[config.mk]
export PLATFORM = sky130hd
export DESIGN_NAME = pulse_flow_meter_flat
export DESIGN_NICKNAME = d
export VERILOG_FILES = /design/src/rtl/pfm_pkg.sv /design/src/rtl/pfm_req_if.sv /design/src/rtl/pfm_rsp_if.sv /design/src/rtl/pfm_div.sv /design/src/rtl/pulse_flow_meter.sv /design/src/flat_wrapper.sv
export SDC_FILE = /design/constraint.sdc
export NUM_CORES = 1
export LEC_CHECK = 0
export ABC_AREA = 1
export BUFFER_PORTS_ARGS = -buffer_cell sky130_fd_sc_hd__buf_2
export CORE_MARGIN = 2
export CORE_UTILIZATION = 30
export CTS_CLUSTER_SIZE = 28
export DETAILED_ROUTE_END_ITERATION = 6
export PLACE_DENSITY = 0.44
export SLEW_MARGIN = 20
export SYNTH_ARGS = -nofsm -noshare
export SYNTH_HDL_FRONTEND = slang
export SYNTH_HIERARCHICAL = 1
export SYNTH_SLANG_ARGS = --single-unit
[constraint.sdc]
create_clock -name clock -period 5.9 [get_ports clock]
set_clock_uncertainty 0.15 [all_clocks]
set_input_delay 0.59 -clock clock [delete_from_list [all_inputs] [get_ports clock]]
set_output_delay 0.59 -clock clock [all_outputs]
set_load 0.05 [all_outputs]
[src/rtl/pfm_pkg.sv]
// Shared widths, codes and reset values of the pulse flow meter.
`timescale 1ns / 1ps

package pfm_pkg;

   localparam int ACTION_W   = 2;
   localparam int ADC_W      = 10;
   localparam int TIME_W     = 32;
   localparam int FLOW_W     = 16;
   localparam int LITER_W    = 32;
   localparam int VPP_W      = 20;
   localparam int UPL_W      = 20;
   localparam int SUB_W      = 21;
   localparam int CSR_IDX_W  = 3;
   localparam int CSR_DATA_W = 32;

   localparam logic [ACTION_W-1:0] ACT_START  = 2'd0;
   localparam logic [ACTION_W-1:0] ACT_SAMPLE = 2'd1;
   localparam logic [ACTION_W-1:0] ACT_REPORT = 2'd2;

   localparam logic [CSR_IDX_W-1:0] CSR_HIGH_THR  = 3'd0;
   localparam logic [CSR_IDX_W-1:0] CSR_LOW_THR   = 3'd1;
   localparam logic [CSR_IDX_W-1:0] CSR_VOL_PULSE = 3'd2;
   localparam logic [CSR_IDX_W-1:0] CSR_UNITS_LTR = 3'd3;
   localparam logic [CSR_IDX_W-1:0] CSR_STALE_LIM = 3'd4;

   localparam logic [ADC_W-1:0]  HIGH_THR_RST  = 10'd614;
   localparam logic [ADC_W-1:0]  LOW_THR_RST   = 10'd410;
   localparam logic [VPP_W-1:0]  VOL_PULSE_RST = 20'd1000;
   localparam logic [UPL_W-1:0]  UNITS_LTR_RST = 20'd1000;
   localparam logic [TIME_W-1:0] STALE_LIM_RST = 32'd120000;

   localparam logic [TIME_W-1:0] INTERVAL_RST = 32'h0000ffff;
   localparam logic [FLOW_W-1:0] FLOW_MAX     = 16'hffff;

endpackage

[src/rtl/pfm_req_if.sv]
// Request channel: action, converter reading and tick time.
`timescale 1ns / 1ps

interface pfm_req_if
   import pfm_pkg::*;
   ();
   logic                valid;
   logic                ready;
   logic [ACTION_W-1:0] action;
   logic [ADC_W-1:0]    adc_value;
   logic [TIME_W-1:0]   now;

   modport source (output valid, output action, output adc_value, output now, input ready);
   modport sink   (input valid, input action, input adc_value, input now, output ready);
endinterface

[src/rtl/pfm_rsp_if.sv]
// Response channel: flow rate and liter total.
`timescale 1ns / 1ps

interface pfm_rsp_if
   import pfm_pkg::*;
   ();
   logic               valid;
   logic               ready;
   logic [FLOW_W-1:0]  flow_rate;
   logic [LITER_W-1:0] liter_count;

   modport source (output valid, output flow_rate, output liter_count, input ready);
   modport sink   (input valid, input flow_rate, input liter_count, output ready);
endinterface

[src/rtl/pfm_div.sv]
// Restoring serial divider, one quotient bit per cycle.
`timescale 1ns / 1ps

module pfm_div
   import pfm_pkg::*;
#(
   parameter int DEND_W = 34,
   parameter int DSOR_W = 32
) (
   input  logic              clock,
   input  logic              reset,
   input  logic              start,
   input  logic [DEND_W-1:0] dividend,
   input  logic [DSOR_W-1:0] divisor,
   output logic              done,
   output logic [DEND_W-1:0] quotient,
   output logic [DSOR_W-1:0] remainder
);

   localparam int CNT_W = $clog2(DEND_W + 1);

   logic              busy_ff;
   logic              done_ff;
   logic [CNT_W-1:0]  cnt_ff;
   logic [DEND_W-1:0] q_ff;
   logic [DSOR_W-1:0] r_ff;
   logic [DSOR_W-1:0] d_ff;

   logic [DSOR_W:0]   trial;
   logic [DSOR_W:0]   diff;
   logic              ge;

   assign trial = {r_ff, q_ff[DEND_W-1]};
   assign diff  = trial - {1'b0, d_ff};
   assign ge    = trial >= {1'b0, d_ff};

   always_ff @(posedge clock) begin
      if (reset) begin
         busy_ff <= 1'b0;
         done_ff <= 1'b0;
         cnt_ff  <= '0;
      end else begin
         done_ff <= !start && busy_ff && (cnt_ff == CNT_W'(1));
         if (start) begin
            busy_ff <= 1'b1;
            cnt_ff  <= CNT_W'(DEND_W);
         end else if (busy_ff) begin
            cnt_ff <= cnt_ff - 1'b1;
            if (cnt_ff == CNT_W'(1)) begin
               busy_ff <= 1'b0;
            end
         end
      end
   end

   always_ff @(posedge clock) begin
      if (start) begin
         q_ff <= dividend;
         r_ff <= '0;
         d_ff <= divisor;
      end else if (busy_ff) begin
         q_ff <= {q_ff[DEND_W-2:0], ge};
         r_ff <= ge ? diff[DSOR_W-1:0] : trial[DSOR_W-1:0];
      end
   end

   assign done      = done_ff;
   assign quotient  = q_ff;
   assign remainder = r_ff;

endmodule

[src/rtl/pulse_flow_meter.sv]
// Top level of the pulse flow meter: comparator, ring, sequencer and output register.
//
// Usage:
//   req_ch carries one transaction per action: start (set level, store time),
//   sample (hysteresis comparator, pulse counting) or report. Only a report
//   produces a transaction on rsp_ch, holding flow_rate and liter_count.
//   csr_we / csr_index / csr_wdata write the thresholds, volume per pulse,
//   units per liter and stale limit; write only while the block is idle.
// Steps (D = RING_DEPTH, a power of two; W = 32 + log2(D)):
//   start and action 3 finish in the idle step; a sample without a level change
//   does too, one with a change waits on the W-bit serial divider splitting
//   liters. A report makes a ring sum over the D slots, one slot per
//   cycle, a shift for the mean, then one pass through the same serial divider
//   for the flow, skipped with a zero mean; then the stale check and the emit
//   step. req_ch.ready is low while an item is at work.
// Reset clears level, totals, edge time and write slot, and loads every ring
//   slot with 0xffff; the block is ready in the first cycle after reset.
// A stalled receiver: the result sits in the output register; further items
//   are still taken, and a second report waits in its last step for the slot.
`timescale 1ns / 1ps

module pulse_flow_meter
   import pfm_pkg::*;
#(
   parameter int RING_DEPTH = 4
) (
   input  logic                  clock,
   input  logic                  reset,
   pfm_req_if.sink               req_ch,
   pfm_rsp_if.source             rsp_ch,
   input  logic                  csr_we,
   input  logic [CSR_IDX_W-1:0]  csr_index,
   input  logic [CSR_DATA_W-1:0] csr_wdata
);

   localparam int SLOT_W = $clog2(RING_DEPTH);
   localparam int SUM_W  = TIME_W + $clog2(RING_DEPTH);

   typedef enum logic [2:0] {
      ST_IDLE,
      ST_PULSE,
      ST_SUM,
      ST_MEAN,
      ST_DIV_FLOW,
      ST_STALE,
      ST_EMIT
   } state_type;

   state_type          state_ff;
   logic [ADC_W-1:0]   high_thr_ff;
   logic [ADC_W-1:0]   low_thr_ff;
   logic [VPP_W-1:0]   vpp_ff;
   logic [UPL_W-1:0]   upl_ff;
   logic [TIME_W-1:0]  stale_lim_ff;

   logic               level_ff;
   logic [SUB_W-1:0]   sub_liter_ff;
   logic [LITER_W-1:0] liter_total_ff;
   logic [TIME_W-1:0]  last_edge_ff;
   logic [TIME_W-1:0]  ring_ff [RING_DEPTH];
   logic [SLOT_W-1:0]  slot_ff;

   logic [SLOT_W-1:0]  idx_ff;
   logic [SUM_W-1:0]   sum_ff;
   logic [TIME_W-1:0]  now_ff;
   logic [FLOW_W-1:0]  flow_ff;

   logic               rsp_valid_ff;
   logic [FLOW_W-1:0]  rsp_flow_ff;
   logic [LITER_W-1:0] rsp_liter_ff;

   logic               div_start_ff;
   logic [SUM_W-1:0]   div_dend_ff;
   logic [TIME_W-1:0]  div_dsor_ff;
   logic               div_done;
   logic [SUM_W-1:0]   div_quo;
   logic [TIME_W-1:0]  div_rem;

   logic               req_fire;
   logic               level_next;
   logic [SUB_W-1:0]   pulse_sum;
   logic [UPL_W-1:0]   upl_eff;
   logic [TIME_W-1:0]  interval;
   logic [TIME_W-1:0]  age;
   logic [SLOT_W-1:0]  slot_next;
   logic [TIME_W-1:0]  mean;
   logic               pulse_go;
   logic               flow_go;
   logic               emit_go;

   assign req_ch.ready = (state_ff == ST_IDLE);
   assign req_fire     = req_ch.valid && req_ch.ready;

   assign level_next = level_ff ? !(req_ch.adc_value < low_thr_ff)
                                : (req_ch.adc_value > high_thr_ff);
   assign pulse_sum  = sub_liter_ff + SUB_W'(vpp_ff);
   assign upl_eff    = (upl_ff == '0) ? UPL_W'(1) : upl_ff;
   assign interval   = req_ch.now - last_edge_ff;
   assign age        = now_ff - last_edge_ff;
   assign slot_next  = (slot_ff == SLOT_W'(RING_DEPTH - 1)) ? '0 : slot_ff + 1'b1;
   assign mean       = sum_ff[SUM_W-1:SLOT_W];

   assign pulse_go = req_fire && (req_ch.action == ACT_SAMPLE) && (level_next != level_ff);
   assign flow_go  = (state_ff == ST_MEAN) && (mean != '0);
   assign emit_go  = (state_ff == ST_EMIT) && (!rsp_valid_ff || rsp_ch.ready);

   pfm_div #(
      .DEND_W (SUM_W),
      .DSOR_W (TIME_W)
   ) u_div (
      .clock     (clock),
      .reset     (reset),
      .start     (div_start_ff),
      .dividend  (div_dend_ff),
      .divisor   (div_dsor_ff),
      .done      (div_done),
      .quotient  (div_quo),
      .remainder (div_rem)
   );

   always_ff @(posedge clock) begin
      if (reset) begin
         high_thr_ff  <= HIGH_THR_RST;
         low_thr_ff   <= LOW_THR_RST;
         vpp_ff       <= VOL_PULSE_RST;
         upl_ff       <= UNITS_LTR_RST;
         stale_lim_ff <= STALE_LIM_RST;
      end else if (csr_we) begin
         case (csr_index)
            CSR_HIGH_THR:  high_thr_ff  <= csr_wdata[ADC_W-1:0];
            CSR_LOW_THR:   low_thr_ff   <= csr_wdata[ADC_W-1:0];
            CSR_VOL_PULSE: vpp_ff       <= csr_wdata[VPP_W-1:0];
            CSR_UNITS_LTR: upl_ff       <= csr_wdata[UPL_W-1:0];
            CSR_STALE_LIM: stale_lim_ff <= csr_wdata[TIME_W-1:0];
            default: ;
         endcase
      end
   end

   always_ff @(posedge clock) begin
      if (reset) begin
         state_ff       <= ST_IDLE;
         level_ff       <= 1'b0;
         sub_liter_ff   <= '0;
         liter_total_ff <= '0;
         last_edge_ff   <= '0;
         slot_ff        <= '0;
         for (int i = 0; i < RING_DEPTH; i++) begin
            ring_ff[i] <= INTERVAL_RST;
         end
         rsp_valid_ff   <= 1'b0;
         div_start_ff   <= 1'b0;
         idx_ff         <= '0;
      end else begin
         div_start_ff <= pulse_go || flow_go;
         if (emit_go) begin
            rsp_valid_ff <= 1'b1;
         end else if (rsp_ch.ready) begin
            rsp_valid_ff <= 1'b0;
         end
         case (state_ff)
            ST_IDLE: begin
               if (req_fire) begin
                  case (req_ch.action)
                     ACT_START: begin
                        level_ff     <= req_ch.adc_value > high_thr_ff;
                        last_edge_ff <= req_ch.now;
                     end
                     ACT_SAMPLE: begin
                        level_ff <= level_next;
                        if (pulse_go) begin
                           ring_ff[slot_ff] <= interval;
                           slot_ff          <= slot_next;
                           last_edge_ff     <= req_ch.now;
                           div_dend_ff      <= SUM_W'(pulse_sum);
                           div_dsor_ff      <= TIME_W'(upl_eff);
                           state_ff         <= ST_PULSE;
                        end
                     end
                     ACT_REPORT: begin
                        now_ff   <= req_ch.now;
                        idx_ff   <= '0;
                        sum_ff   <= '0;
                        state_ff <= ST_SUM;
                     end
                     default: ;
                  endcase
               end
            end
            ST_PULSE: begin
               if (div_done) begin
                  liter_total_ff <= liter_total_ff + div_quo[LITER_W-1:0];
                  sub_liter_ff   <= div_rem[SUB_W-1:0];
                  state_ff       <= ST_IDLE;
               end
            end
            ST_SUM: begin
               sum_ff <= sum_ff + SUM_W'(ring_ff[idx_ff]);
               idx_ff <= idx_ff + 1'b1;
               if (idx_ff == SLOT_W'(RING_DEPTH - 1)) begin
                  state_ff <= ST_MEAN;
               end
            end
            ST_MEAN: begin
               if (flow_go) begin
                  div_dend_ff <= SUM_W'(vpp_ff);
                  div_dsor_ff <= mean;
                  state_ff    <= ST_DIV_FLOW;
               end else begin
                  flow_ff  <= FLOW_MAX;
                  state_ff <= ST_STALE;
               end
            end
            ST_DIV_FLOW: begin
               if (div_done) begin
                  flow_ff  <= (|div_quo[SUM_W-1:FLOW_W]) ? FLOW_MAX : div_quo[FLOW_W-1:0];
                  state_ff <= ST_STALE;
               end
            end
            ST_STALE: begin
               if (age > stale_lim_ff) begin
                  ring_ff[slot_ff] <= age;
                  slot_ff          <= slot_next;
               end
               state_ff <= ST_EMIT;
            end
            ST_EMIT: begin
               if (emit_go) begin
                  rsp_flow_ff  <= flow_ff;
                  rsp_liter_ff <= liter_total_ff;
                  state_ff     <= ST_IDLE;
               end
            end
            default: state_ff <= ST_IDLE;
         endcase
      end
   end

   assign rsp_ch.valid       = rsp_valid_ff;
   assign rsp_ch.flow_rate   = rsp_flow_ff;
   assign rsp_ch.liter_count = rsp_liter_ff;

   a_rsp_from_emit: assert property (@(posedge clock) disable iff (reset)
      $rose(rsp_valid_ff) |-> $past(state_ff) == ST_EMIT)
      else $error("response raised outside the emit step");

   a_report_blocks: assert property (@(posedge clock) disable iff (reset)
      req_fire && req_ch.action == ACT_REPORT |=> !req_ch.ready)
      else $error("request taken while a report is at work");

   a_div_done_state: assert property (@(posedge clock) disable iff (reset)
      div_done |-> (state_ff == ST_PULSE || state_ff == ST_DIV_FLOW))
      else $error("divider finished with no step waiting for it");

   a_slot_range: assert property (@(posedge clock) disable iff (reset)
      slot_ff <= SLOT_W'(RING_DEPTH - 1))
      else $error("ring write slot beyond depth");

   a_depth_pow2: assert property (@(posedge clock)
      RING_DEPTH == (1 << SLOT_W))
      else $error("ring depth is not a power of two");

endmodule
[src/flat_wrapper.sv]
// flat-port wrapper written by rule: the top's interface ports become plain ports
module pulse_flow_meter_flat import pfm_pkg::*;
#(
   parameter int RING_DEPTH = 4
)
  (clock, reset, csr_we, csr_index, csr_wdata, req_ch_valid, req_ch_action, req_ch_adc_value, req_ch_now, req_ch_ready, rsp_ch_valid, rsp_ch_flow_rate, rsp_ch_liter_count, rsp_ch_ready);
  pfm_req_if req_ch_i ();
  pfm_rsp_if rsp_ch_i ();
  input  logic clock;
  input  logic reset;
  input  logic csr_we;
  input  logic [CSR_IDX_W-1:0] csr_index;
  input  logic [CSR_DATA_W-1:0] csr_wdata;
  input wire logic [$bits(req_ch_i.valid)-1:0] req_ch_valid;
  input wire logic [$bits(req_ch_i.action)-1:0] req_ch_action;
  input wire logic [$bits(req_ch_i.adc_value)-1:0] req_ch_adc_value;
  input wire logic [$bits(req_ch_i.now)-1:0] req_ch_now;
  output wire logic [$bits(req_ch_i.ready)-1:0] req_ch_ready;
  output wire logic [$bits(rsp_ch_i.valid)-1:0] rsp_ch_valid;
  output wire logic [$bits(rsp_ch_i.flow_rate)-1:0] rsp_ch_flow_rate;
  output wire logic [$bits(rsp_ch_i.liter_count)-1:0] rsp_ch_liter_count;
  input wire logic [$bits(rsp_ch_i.ready)-1:0] rsp_ch_ready;
  assign req_ch_i.valid = req_ch_valid;
  assign req_ch_i.action = req_ch_action;
  assign req_ch_i.adc_value = req_ch_adc_value;
  assign req_ch_i.now = req_ch_now;
  assign req_ch_ready = req_ch_i.ready;
  assign rsp_ch_valid = rsp_ch_i.valid;
  assign rsp_ch_flow_rate = rsp_ch_i.flow_rate;
  assign rsp_ch_liter_count = rsp_ch_i.liter_count;
  assign rsp_ch_i.ready = rsp_ch_ready;
  pulse_flow_meter #(.RING_DEPTH(RING_DEPTH)) u_core (.clock(clock), .reset(reset), .req_ch(req_ch_i), .rsp_ch(rsp_ch_i), .csr_we(csr_we), .csr_index(csr_index), .csr_wdata(csr_wdata));
endmodule
# [After elaboration in Yosys (flattened, before gate mapping)]
# Memory sizes are Yosys's and may differ from the RTL's. A register that Yosys moved wholly into a read port is not among the register bits.
# Index checks and enable logic that the tools add are counted.
[op_classes] add_sub_neg=9 order_cmp=4 reduce_logical=43 mux=68 n_bitwise=2 n_eq_ne=30
[ops] cell="$mux 34" count=8
[ops] cell="$mux 32" count=8
[ops] cell="$pmux 34 s2" count=2
[ops] cell="$pmux 32 s2" count=2
[ops] cell="$sub 32x32->32" count=3
[ops] cell="$mux 16" count=3
[ops] cell="$add 34x32->34" count=1
[ops] cell="$ge 33x32->1" count=1
[ops] cell="$add 32x32->32" count=1
[ops] cell="$gt 32x32->1" count=1
[ops] cell="$pmux 16 s2" count=1
[ops] cell="$reduce_bool 32->1" count=1
[ops] cell="$reduce_or 32->1" count=1
[ops] cell="$add 21x20->21" count=1
[ops] cell="$pmux 3 s7" count=1
[ops] cell="$logic_not 20->1" count=1
[ops] cell="$mux 1" count=20
[ops] cell="$mux 2" count=10
[ops] cell="$mux 20" count=1
[ops] cell="$mux 3" count=6
[ops] cell="$reduce_or 18->1" count=1
[ops] cell="$reduce_and 4->1" count=4
[ops] cell="$ne 2x2->1 const B" count=7
[ops] cell="$reduce_bool 2->1" count=7
[ops] cell="30 further kinds" count=64
[word_totals] out_inout_bits=50 elab_cells=185 mem_bits_rw=128 ff_bits=489 memories=1 inputBits=84
[mem_list] memory="u_core.ring_ff" depth=4 width=32 read_ports=1 rd_ports_with_merged_regs=1 wr=4 line="pulse_flow_meter.sv:60" source="logic [TIME_W-1:0] ring_ff [RING_DEPTH];"

# [Depth between registers and ports, before layout]
# Gate-level depths: netlist (run 1).
[logic_depth] depth_word=14 depth_mapped=29 ltp_nobuf=28

# [By module]
# The synthesis (run 1) kept the hierarchy.
[modules_own_cells] module="pulse_flow_meter" instances=1 area_each_um2=30022.5 cells_each=3923 seq_area_each_um2=13122.6
[modules_own_cells] module="pfm_div" instances=1 area_each_um2=6907.9 cells_each=975 seq_area_each_um2=2782.7

# [Worst setup path before layout (run 1)]
# No wires, ideal clock.
[synth_path] kind="input to register" startpoint="input port reset" endpoint="register u_core.rsp_flow_ff[0] (netlist: u_core/rsp_ch.flow_rate[0]) (enable)" setup_ps=513 setup_slack_ps=907 required_ps=5237 path_buffers=2 cell_stages=3 t_arrival_ps=4330 path_cell_list="clkbuf_1 > clkbuf_1 > nor3_1"
[synth_between] elab_chain_len=2
[synth_lines] item="from (decl)" line="flat_wrapper.sv:10" source="input logic reset;"
[synth_lines] item="$not 1->1 (no source line)"
[synth_lines] item="$reduce_and 3->1 (no source line)"
[synth_lines] item="to (signal assigned)" line="pulse_flow_meter.sv:229" source="rsp_flow_ff <= flow_ff;"
[synth_lines] item="to (decl)" line="pulse_flow_meter.sv:69" source="logic [FLOW_W-1:0] rsp_flow_ff;"
# Every way passes these cells.
# A chain may end at the register's enable or synchronous reset.

==> results of run 1 <==
## Yosys cell counts, types with 17 or more instances
| cell type | instances |
|---|---|
| o21ai_0 | 350 |
| inv_1 | 725 |
| edfxtp_1 | 377 |
| nand4_1 | 45 |
| nor3_1 | 46 |
| o22ai_1 | 32 |
| clkbuf_1 | 85 |
| nand3b_1 | 24 |
| dfxtp_1 | 229 |
| o211ai_1 | 24 |
| nand2_1 | 1260 |
| nor2_1 | 572 |
| ha_1 | 232 |
| buf_2 | 17 |
| o21bai_1 | 30 |
| xor2_1 | 30 |
| xnor2_1 | 44 |
| a21oi_1 | 316 |
| nand3_1 | 259 |
## worst register-to-register path: cells and delay by family, from the launching register on
| kind | cells | cell delay [ns] |
|---|---|---|
| xor gates and xnor gates | 1 | 0.27 |
| and+or+nand+nor | 17 | 2.36 |
| DFF | 1 | 0.33 |
| buffers and inverters | 4 | 0.71 |
| adders and majority gates | 3 | 0.97 |
## sequential cells by signal, summed over array words and instances, names as in the netlist, 16 cells and up, named ones only
register	cells
u_core/div_dend_ff	21
u_core/div_dsor_ff	32
u_core/flow_ff	16
u_core/last_edge_ff	32
u_core/liter_total_ff	32
u_core/now_ff	32
u_core/ring_ff	128
u_core/rsp_ch.flow_rate	16
u_core/rsp_ch.liter_count	32
u_core/stale_lim_ff	32
u_core/sub_liter_ff	21
u_core/sum_ff	34
u_core/u_div/d_ff	32
u_core/u_div/quotient	34
u_core/u_div/remainder	32
u_core/upl_ff	20
u_core/vpp_ff	20
## cell type report
class,instances,area share (%)
Tap cell,1625,4.80
Antenna cell,5,0.0295
Timing Repair Buffer,204,3.00
Clock buffer,97,4.82
Inverter,742,6.59
Sequential cell,606,37.6
Clock inverter,44,1.25
Multi-Input combinational cell,3437,42.0
## final timing paths
kind                          startpoint  slack [ns]                          end  cells past startpoint
setup / recovery  u_core/last_edge_ff[0]        0.79        u_core/ring_ff[3][11]                     25
hold / removal             csr_wdata[23]        0.06      u_core/stale_lim_ff[23]                      3
setup reg to reg  u_core/last_edge_ff[0]        0.79        u_core/ring_ff[3][11]                     25
hold reg to reg       u_core/flow_ff[13]        0.26  u_core/rsp_ch.flow_rate[13]                      0
## what timing repair did
item	in CTS	in global routing
setup endpoints to repair	0	0
setup buffers	0	0
hold buffers	29	0
hold endpoints to repair	29	0
## through the flow
stage                     area [sq um]  cells  setup WS [ns]
after detailed placement         39500   6585          0.817
after global routing             42300   6755          0.426
after CTS                        42300   6755          0.813
final                            42400   6760          0.789
after floorplan                  37000   4910          0.907
after global placement           39500   6585          0.786
## metal layers
metal,vias up,part of all wire (%),track usage (%)
met3,188,5.2,3.69
li1,16400,-,-
met1,14900,45,26.0
met4,2,3.5,7.10
met2,672,46,33.2
met5,-,0.0087,0
## power by group through the flow
stage / registers (mW) / logic (mW) / clock network [mW]
final: 5.13 / 4.95 / 4.77
after global routing: 5.17 / 5.58 / 5.09
after CTS: 5.14 / 4.96 / 4.93
after detailed placement: 5.22 / 4.92 / 0
after global placement: 5.22 / 4.93 / 0
after floorplan: 5.12 / 3.45 / 0
## logic make-up after synthesis
family	after synthesis	share of synthesized area, %
AO/OA/AOI/OAI	828	12.1
XOR/XNOR	74	1.75
adder cells (fa/ha/maj)	238	8.19
buffers and inverters	867	9.09
flip-flops	606	43.1
other	1	0.0102
AND/OR/NAND/NOR	2284	25.8
==> flow_metrics.tcl, run 1 <==
set metrics [dict create \
    outcome "finished clean" \
    cts.path.max_buffers 3 \
    path_buf_inv 4 \
    path_max_fanout 17 \
    grt_pass1_wl_mm 191 \
    power_density_nw_per_um2 351 \
    drcViolationCount 0 \
    period_share_pct 86.6 \
    cts_tree "done" \
    ys.flop_type "edfxtp_1" \
    hold_path_class "primary input to flop" \
    grt_usage_pct 20.0 \
    max_stage_delay_ns 0.44 \
    numCtsBuffers 76 \
    grt_max_degree 71 \
    endpoint_kind "flop" \
    syn2layout_area_growth_pct 14.7 \
    ys_warn_count 6 \
    overflow 0 \
    cp-start-kind "flop" \
    die_h_um 355 \
    seq_power_share_pct 34.5 \
    regArea_sq_um 15900 \
    die_area_sq_um 126000 \
    cp_common_cell "nand2_1" \
    crit_family "simple AND/OR/NAND/NOR gates" \
    root_buffer "clkbuf_16" \
    p_int_mw 9.15 \
    slew_headroom_pct 39.0 \
    syn_area_sq_um 36900 \
    required_ns 6.09 \
    antenna_found_initial 5 \
    p_sw_mw 5.70 \
    maxSlewViolCount 0 \
    core_sq_um 122000 \
    async_flop_share_pct 0 \
    fin_util_pct 34.7 \
    rsz0062_at_grt "no" \
    clk_latency_ns 0.68 \
    drtIter0Drc 2283 \
    pwr-share-clk_pct 32.2 \
    start_util_pct 30.3 \
    fin_nets 5389 \
    drv_cap 0 \
    crit_arrival_ns 5.30 \
    drt_wl_total_mm 127 \
    fillers 13100 \
    post_cts_resized 0 \
    fin_hold_ws_ns 0.0609 \
    ir_drop_mv 0.215 \
    final_common_cell "nand2_1" \
    synth_cell_types 55 \
    cp_slowest_cell "nand2_1" \
    first_pass_iters 6 \
    leakagePower_nw 18.6 \
    gp_congestion 0.920 \
    antenna_left 0 \
    synth_top_area_share_pct 30.7 \
    total_power_mw 14.8 \
    vias 32100 \
    layout_common_cells "nand2_1, inv_1, nor2_1" \
    tightest_slew_ns 0.914 \
    yosysTopAreaCell "edfxtp_1" \
    port_buffers 133 \
    post_drt_wl_per_cell_um 18.8 \
    io_pins 134 \
    netlist_instances 4898 \
    drive_gt1_share_pct 7.49 \
    netSwitchingFraction_pct 38.4 \
    period_needed_ns 5.11 \
    fmax_mhz 196 \
    syn_avg_cell_area_sq_um 7.54 \
    yosysSeqAreaShare_pct 43.1 \
    clkTransAtPathRegs_ns 0.06 \
    dieWidth_um 355 \
    synth_seq_cells 606 \
    cts_max_level 3 \
    setup-tns-final_ns 0 \
    report.final.hold_viol_count 0 \
    comb_power_share_pct 33.3 \
    synth-edff-count 377 \
    cts_sinks 606 \
    multiInputGateArea_sq_um 17800 \
    num_rows 128 \
    hpwl_mm 98.2 \
    synth.area.top_cells "edfxtp_1, nand2_1, dfxtp_1" \
    via_per_inst 4.75 \
    setup_viol_count_final 0 \
    crit_type "flop to flop" \
    grt_pass1_vias 31200 \
]
No activity file was read; power rests on OpenSTA's default activity.
==> run 2, diff against run 1 <==
- RECOVER_POWER: not set -> 100
==> flow_metrics.tcl, run 2 (synthesis results as in run 1) <==
set metrics [dict create \
    antenna_left 0 \
    slew_headroom_pct -83.0 \
    gp_congestion 0.920 \
    regMostFlops "u_core/ring_ff" \
    crit_type "flop to flop" \
    core_sq_um 122000 \
    grt_usage_pct 20.0 \
    violations "capacitance limit, slew limit" \
    leakagePower_nw 18.3 \
    clk_latency_ns 0.68 \
    drt_wl_total_mm 127 \
    ir_drop_mv 0.214 \
    fin_util_pct 34.4 \
    design_area_sq_um 42000 \
    period_share_pct 89.3 \
    post_drt_wl_per_cell_um 18.8 \
    grt_pass1_vias 31200 \
    clkTransAtPathRegs_ns 0.06 \
    fmax_mhz 190 \
    postCtsSetupRepairBufs 0 \
    io_pins 134 \
    via_per_inst 4.76 \
    largest_register_ffs 128 \
    dieWidth_um 355 \
    setup_viol_count_final 0 \
    required_ns 6.06 \
    port_buffers 133 \
    cts_max_level 3 \
    multiInputGateArea_sq_um 17600 \
    rsz0062_at_grt "no" \
    num_rows 128 \
    hold_path_class "primary input to flop" \
    outcome "finished with violations" \
    maxSlewViolCount 702 \
    final_common_cell "nand2_1" \
    grt_pass1_wl_mm 191 \
    hpwl_mm 98.2 \
    syn2layout_area_growth_pct 13.8 \
    fillers 13100 \
    cts.path.max_buffers 3 \
    antenna_found_initial 6 \
    cp-start-kind "flop" \
    overflow 0 \
    crit_arrival_ns 5.43 \
    drtIter0Drc 2309 \
    hold_buffers 29 \
    drcViolationCount 0 \
    total_power_mw 14.8 \
    start_util_pct 30.3 \
    numCtsBuffers 76 \
    placed_area_sq_um 39500 \
    period_needed_ns 5.27 \
    regArea_sq_um 15900 \
    layout_common_cells "nand2_1, inv_1, nor2_1" \
    cts_tree "done" \
    root_buffer "clkbuf_16" \
    first_pass_iters 6 \
    path_max_fanout 21 \
    report.final.hold_viol_count 0 \
    fin_nets 5389 \
    vias 32200 \
    tightest_slew_ns 2.74 \
    endpoint_kind "flop" \
    power_density_nw_per_um2 353 \
    post_cts_resized 0 \
    drv_cap 16 \
    cts_sinks 606 \
    die_area_sq_um 126000 \
    grt_max_degree 71 \
    die_h_um 355 \
    setup-tns-final_ns 0 \
    drive_gt1_share_pct 4.93 \
]
run 2: per-stage QoR:
| stage | setup slack [ns] | std cells | hold WS, ns |
|---|---|---|---|
| after floorplan | 0.907 | 4910 | 0.250 |
| after global placement | 0.786 | 6585 | 0.251 |
| after detailed placement | 0.817 | 6585 | 0.255 |
| after CTS | 0.813 | 6755 | 0.00102 |
| after global routing | 0.228 | 6755 | 0.0509 |
| final | 0.629 | 6757 | 0.0603 |
run 2: final timing paths:
check / startpoint / endpoint / slack [ns] / depth (start not counted)
worst max-delay path: u_core/last_edge_ff[0] / u_core/ring_ff[0][19] / 0.63 / 25
worst min-delay path: csr_wdata[23] / u_core/stale_lim_ff[23] / 0.06 / 3
worst max register to register: u_core/last_edge_ff[0] / u_core/ring_ff[0][19] / 0.63 / 25
worst min register to register: u_core/flow_ff[13] / u_core/rsp_ch.flow_rate[13] / 0.26 / 0
run 2: worst max-delay path, cell delays in order (launching register included):
cell and delay (ns):
dfxtp_1 0.33, ha_1 0.23, fa_1 0.43, inv_1 0.14, nand3_1 0.08, nand3_1 0.16, nand2_1 0.07, nand2_1 0.13
nand2_1 0.06, nand2_1 0.14, xnor2_1 0.27, inv_1 0.18, ha_1 0.31, nand2_1 0.05, nor2_1 0.14, nand4_1 0.13
inv_1 0.07, nand2_1 0.05, nand2_1 0.13, nand2_1 0.11, nand2_1 0.12, nand3_1 0.11, nand2_1 0.30, nand3_4 0.32
nand2_1 0.17, clkbuf_4 0.50
run 2: power by group:
group | total [mW] | internal, mW | switching [mW]
clock | 4.78 | 2.79 | 1.98
combinational | 4.91 | 1.47 | 3.44
sequential | 5.13 | 4.87 | 0.258
total | 14.8 | 9.14 | 5.68
run 2: metal layers:
metal,GRT usage (%),wire (um)
met5,0,11
met2,33.2,58700
met3,3.69,6200
met1,26.0,57700
met4,7.10,4550
run 2: cell type report:
class                   count  share of cell area, %
inverters                 742                   6.64
multi-input cells        3437                   42.0
well taps                1625                   4.84
repair buffers            204                   2.58
flip-flops and latches    606                   37.8
diodes                      2                 0.0119
clock buffers              97                   4.86
clock inverters            44                   1.26
